[config.mk]
export PLATFORM = sky130hd
export DESIGN_NAME = lom_ctrl
export DESIGN_NICKNAME = d
export VERILOG_FILES = /design/src/design/lom_pkg.sv /design/src/design/lom_ctrl.sv
export SDC_FILE = /design/constraint.sdc
export NUM_CORES = 1
export LEC_CHECK = 0
export ABC_AREA = 1
export BUFFER_PORTS_ARGS = -buffer_cell sky130_fd_sc_hd__buf_2
export CORE_AREA = 2 2 39 41
export CTS_CLUSTER_DIAMETER = 50
export DETAILED_ROUTE_END_ITERATION = 6
export DIE_AREA = 0 0 41 43
export GPL_TIMING_DRIVEN = 0
export PLACE_DENSITY_LB_ADDON = 0.08
export SYNTH_ARGS = -nofsm -noshare
export SYNTH_HDL_FRONTEND = slang
export SYNTH_SLANG_ARGS = --single-unit
[constraint.sdc]
create_clock -name clk -period 1 [get_ports clk]
set_input_delay 0.25 -clock clk [delete_from_list [all_inputs] [get_ports clk]]
set_output_delay 0.25 -clock clk [all_outputs]
set_load 0.005 [all_outputs]
[src/design/lom_pkg.sv]
// Shared types for the limit order matcher: book entry layout, controller
// states and the command and status groups between controller and datapath.
// No dependencies.
package lom_pkg;

    localparam int USER_W  = 4;
    localparam int QTY_W   = 20;
    localparam int PRICE_W = 20;
    localparam int AMT_W   = 40;

    typedef struct packed {
        logic [USER_W-1:0]  user;
        logic               side;
        logic [QTY_W-1:0]   qty;
        logic [PRICE_W-1:0] price;
    } entry_t;

    localparam int ENTRY_W = $bits(entry_t);

    localparam logic SIDE_BUY = 1'b0;

    typedef enum logic [2:0] {
        ST_IDLE,
        ST_CHECK,
        ST_SCAN,
        ST_DECIDE,
        ST_SHIFT_RD,
        ST_SHIFT_WR,
        ST_APPEND,
        ST_FINISH
    } state_t;

    typedef struct packed {
        logic load;
        logic scan_init;
        logic scan_step;
        logic fill;
        logic shift_rd;
        logic shift_wr;
        logic shrink;
        logic append;
        logic finish;
        logic reject;
    } cmd_t;

    typedef struct packed {
        logic qty_zero;
        logic book_full;
        logic scan_end;
        logic found;
        logic best_empties;
        logic order_empties;
        logic shift_more;
        logic out_free;
    } stat_t;

endpackage

[src/design/lom_ctrl.sv]
// Controller state machine of the limit order matcher.
// Depends on lom_pkg.
module lom_ctrl (
    input  logic           clk,
    input  logic           rst_n,
    input  logic           in_valid,
    output logic           in_stall,
    input  lom_pkg::stat_t stat,
    output lom_pkg::cmd_t  cmd
);
    import lom_pkg::*;

    state_t state_reg, state_next;

    always_ff @(posedge clk or negedge rst_n)
    begin
        if (!rst_n)
        begin
            state_reg <= ST_IDLE;
        end
        else
        begin
            state_reg <= state_next;
        end
    end

    always_comb
    begin
        state_next = state_reg;
        cmd        = '0;
        in_stall   = 1'b1;
        unique case (state_reg)
            ST_IDLE:
            begin
                in_stall = 1'b0;
                if (in_valid)
                begin
                    cmd.load   = 1'b1;
                    state_next = ST_CHECK;
                end
            end
            ST_CHECK:
            begin
                if (stat.qty_zero)
                begin
                    state_next = ST_FINISH;
                end
                else if (stat.book_full)
                begin
                    cmd.reject = 1'b1;
                    state_next = ST_FINISH;
                end
                else
                begin
                    cmd.scan_init = 1'b1;
                    state_next    = ST_SCAN;
                end
            end
            ST_SCAN:
            begin
                cmd.scan_step = 1'b1;
                if (stat.scan_end)
                begin
                    state_next = ST_DECIDE;
                end
            end
            ST_DECIDE:
            begin
                if (!stat.found)
                begin
                    state_next = ST_APPEND;
                end
                else if (stat.out_free)
                begin
                    cmd.fill = 1'b1;
                    if (stat.best_empties)
                    begin
                        state_next = ST_SHIFT_RD;
                    end
                    else if (stat.order_empties)
                    begin
                        state_next = ST_FINISH;
                    end
                    else
                    begin
                        cmd.scan_init = 1'b1;
                        state_next    = ST_SCAN;
                    end
                end
            end
            ST_SHIFT_RD:
            begin
                if (stat.shift_more)
                begin
                    cmd.shift_rd = 1'b1;
                    state_next   = ST_SHIFT_WR;
                end
                else
                begin
                    cmd.shrink = 1'b1;
                    if (stat.qty_zero)
                    begin
                        state_next = ST_FINISH;
                    end
                    else
                    begin
                        cmd.scan_init = 1'b1;
                        state_next    = ST_SCAN;
                    end
                end
            end
            ST_SHIFT_WR:
            begin
                cmd.shift_wr = 1'b1;
                state_next   = ST_SHIFT_RD;
            end
            ST_APPEND:
            begin
                cmd.append = 1'b1;
                state_next = ST_FINISH;
            end
            ST_FINISH:
            begin
                if (stat.out_free)
                begin
                    cmd.finish = 1'b1;
                    state_next = ST_IDLE;
                end
            end
            default:
            begin
                state_next = ST_IDLE;
            end
        endcase
    end
endmodule

=== After elaboration in Yosys (flattened, before gate mapping) ===
Index checks and enable logic that the tools add are counted.
W data, S select, Z words.

* Output and inout port bits: 11
* Word-level logic and storage cells: 52
* Memories kept: 0
* Bits in registers: 3
* Latch bits: 0
* Bits in read-only memories: 0
* RAM bits: 0
* Bits of input ports: 11

* Div/mod/pow operators: 0
* Add/sub/neg operators: 0
* Muxes and demuxes: 38
* Shifts and indexed selects: 0
* Reductions and logical operators: 2
* Order comparisons: 0
* Bitwise gates (word level): 0
* Multiply operators: 0
* Equality and inequality tests: 11

{| class="wikitable"
|+ Operators with widths
! operator !! count
|-
| $mux W3 || 11
|-
| $mux W1 || 25
|-
| $pmux W3 S8 || 1
|-
| $eq A3 B3 Y1 const B || 4
|-
| $eq A3 B2 Y1 const B || 2
|-
| $ne A2 B2 Y1 const B || 3
|-
| $reduce_and A4 Y1 || 1
|-
| $eq A3 B1 Y1 const B || 1
|-
| $logic_not A3 Y1 || 1
|-
| $ne A3 B3 Y1 const B || 1
|-
| $pmux W1 S3 || 1
|}

=== Depth between registers and ports, before layout ===
* Depth after elaboration: 5
* Gate-level depth with buffers: 9

=== Worst setup path before layout ===
OpenSTA, ideal clock, no wires.

* Kind: register to output
* Start point: reg state_reg[1]
* End point: out cmd[8] (netlist bit)
* Data arrival time: 903 ps
* Data required time: 750 ps
* Path buffers: 1
* Cell stages (with the launch flop): 5
* Setup slack: -153 ps
* Cell sequence: dfrtp_1 buf_4 nor2_1 nand2_1 o211ai_1

{| class="wikitable"
|+ RTL lines
! element !! line !! text
|-
| from (decl) || lom_ctrl.sv:13 || <nowiki>state_t state_reg, state_next;</nowiki>
|-
| from (signal assigned) || lom_ctrl.sv:23 || <nowiki>state_reg <= state_next;</nowiki>
|-
| to (decl) || lom_ctrl.sv:9 || <nowiki>output lom_pkg::cmd_t cmd</nowiki>
|}

==> results.json <==
{
  "grt_pass1_vias": 487,
  "period_minus_slack_ns": 1.452,
  "dieHeight_um": 43,
  "wl_per_cell_um": 8.992,
  "fin_area_um2": 719.4,
  "vias": 554,
  "fin_util": 0.5199,
  "violations": "setup timing",
  "drv_cap": 0,
  "cpLargestDelayFamily": "flip-flops",
  "numPortBuffers": 21,
  "cts_buffer_depth": 2,
  "drive_gt1_frac": 0.5278,
  "synthToLayoutAreaGrowth_pct": 74.77,
  "critical_path.max_fanout": 4,
  "fp.dieW_um": 41,
  "grt_max_degree": 9,
  "ant_nets": 0,
  "p_clk_frac": 0.105,
  "worstPathArrival_ns": 1.20,
  "cellLeakagePower_nw": 0.4230,
  "dpl.hpwl_um": 865.5,
  "setup_viol": 14,
  "dieArea_um2": 1763,
  "finalMaxSlewViolations": 0,
  "max_freq_mhz": 688.7,
  "clock_latency_ns": 0.23,
  "placed_area_um2": 581.8,
  "switching_share": 0.4710,
  "ir_drop_uv": 1064,
  "power_density_nw_per_um2": 2798,
  "h-tree-depth": 1,
  "drtIter0Drc": 3,
  "firstDrtPassIters": 2,
  "grt_overflow": 0,
  "startpoint_type": "register",
  "synth-seq-cells": 3,
  "synthCells": 71,
  "ys_types": 19,
  "slowest_delay_ns": 0.43,
  "fin_ws_ns": -0.4521,
  "yosys_warnings": 0,
  "comb_power_share": 0.746,
  "outcome": "complete, but fails checks",
  "synth_fp_nets": 82,
  "tightest_slew_ns": 0.2345,
  "hold_viol_final": 0,
  "rsz0062_at_grt": "yes",
  "p_total_mw": 2.013,
  "required_ns": 0.75,
  "power_switching_mw": 0.9482,
  "grt_util_all_layers": 0.1518,
  "min_path_type": "in2async",
  "num_rows": 14,
  "core-area_um2": 1384,
  "setup_tns_ns": -4.977,
  "path_cells": "inv_4 > nand2_2 > nor2_2 > nand2_1 > o211ai_1 > buf_2",
  "sequentialPowerShare": 0.149,
  "min_period_over_period": 1.452,
  "end_kind": "output pin",
  "syn_area_um2": 411.6,
  "clkSinkCount": 3,
  "grt_pass1_wl_mm": 1.876,
  "max_slew_margin": 0.8430,
  "ios": 22,
  "seq_area_frac_synth": 0.1824,
  "cts.clk_slew.worst_paths_ns": 0.04,
  "place_congestion": 0.7079,
  "via_per_inst": 4.468,
  "synth.avg_cell_area_um2": 5.798,
  "postRouteWirelength_mm": 1.115,
  "dp_slack_ns": -0.2960,
  "largest_reg_flops": 3,
  "nets": 120,
  "antenna_found_initial": 0,
  "diodes": 0,
  "slowest_stage": "dfrtp_2",
  "start_util": 0.2975,
  "cts_buffers": 3,
  "drc": 0,
  "crit_type": "reg2out",
  "skew_ns": 0.001260,
  "critPathBufInv": 2,
  "cts_tree": "done",
  "clock-root-buffer": "clkbuf_4",
  "internal_power_mw": 1.065
}
## through the flow
step / hold slack, ns / instances
3_3_place_gp: 0.04621 / 108
3_5_place_dp: 0.04846 / 108
6_report: 0.3395 / 124
2_1_floorplan: -0.04559 / 71
5_1_grt: 0.3377 / 124
4_1_cts: 0.3353 / 122
## logic make-up after synthesis
family,count (synthesis),synth area share
AND/OR/NAND/NOR,49,0.6018
AO/OA/AOI/OAI,5,0.07900
flip-flops,3,0.1824
buffers and inverters,14,0.1368
## repair_timing
item | CTS | global route
gates resized for setup | 4 | 2
gates cloned | 0 | 0
hold buffers | 1 | 0
hold endpoints to repair | 3 | 0
pin swaps | 4 | 5
endpoints found under the setup margin | 14 | 14
buffers inserted | 9 | 2
## worst register-to-register path: cells and delay by family, from the launching register on
kind                   cells  cell delay, ns
flip-flops                 1            0.46
AND/OR/NAND/NOR            5            0.35
buffers and inverters      3            0.33
## synth_stat cells
cell | instances | area (um2)
o21bai_1 | 1 | 7.510
o21ai_1 | 1 | 5.000
buf_4 | 1 | 7.510
nand3_1 | 5 | 25.02
nand4_2 | 1 | 12.51
nor3_4 | 1 | 16.27
nor2_2 | 4 | 25.02
o211ai_1 | 2 | 15.01
nor2_4 | 1 | 11.26
nand2_2 | 3 | 18.77
inv_2 | 2 | 7.510
nor3_1 | 3 | 15.01
nand4_1 | 2 | 12.51
nor2_1 | 7 | 26.28
nand2_1 | 21 | 78.83
and3_1 | 1 | 6.260
inv_1 | 11 | 41.29
a21oi_1 | 1 | 5.000
dfrtp_1 | 3 | 75.07
## layout by cell type (no fill, tap or decap), drive strengths merged, types with 2 or more instances in the layout
master  instances
dfrtp           3
o211ai          2
nor2           12
buf            33
nand4           3
inv            13
clkbuf          4
nand2          24
nor3            4
nand3           5
## path summary, 6_finish.rpt
path / from / to / slack [ns] / cells past startpoint
hold reg to reg: state_reg[1] / state_reg[1] / 0.63 / 3
setup / recovery: state_reg[0] / cmd[8] / -0.45 / 6
max in group asynchronous: rst_n / state_reg[0] / 0.54 / 2
setup reg to reg: state_reg[2] / state_reg[0] / -0.26 / 8
hold / removal: rst_n / state_reg[1] / 0.34 / 2
min in group clk: stat[4] / state_reg[0] / 0.39 / 3
## power by group through the flow
stage                     Clock (mW)  Combinational [mW]  Sequential, mW
final                          0.212                1.50           0.300
after global routing           0.235                1.67           0.315
after CTS                      0.225                1.45           0.310
after detailed placement           0                1.14           0.310
after global placement             0                1.14           0.310
after floorplan                    0               0.873           0.291
## cell type report
cell class              instances  area [um2]
multi-input cells              54       325.3
flip-flops and latches          3       77.57
fillers                       136       664.4
plain buffers                   1       11.26
well taps                      16       20.02
clock buffers                   4       26.28
inverters                      13       53.80
repair buffers                 33       205.2
## per-layer routing
metal / part of all wire / GRT usage / vias to the layer above
met5: 0 / 0 / -
met4: 0 / 0.02000 / 0
met3: 0.048 / 0.04712 / 0
met2: 0.46 / 0.2344 / 14
met1: 0.49 / 0.2065 / 240
li1: - / - / 300
Note: power is estimated with default switching activity, not from simulation.
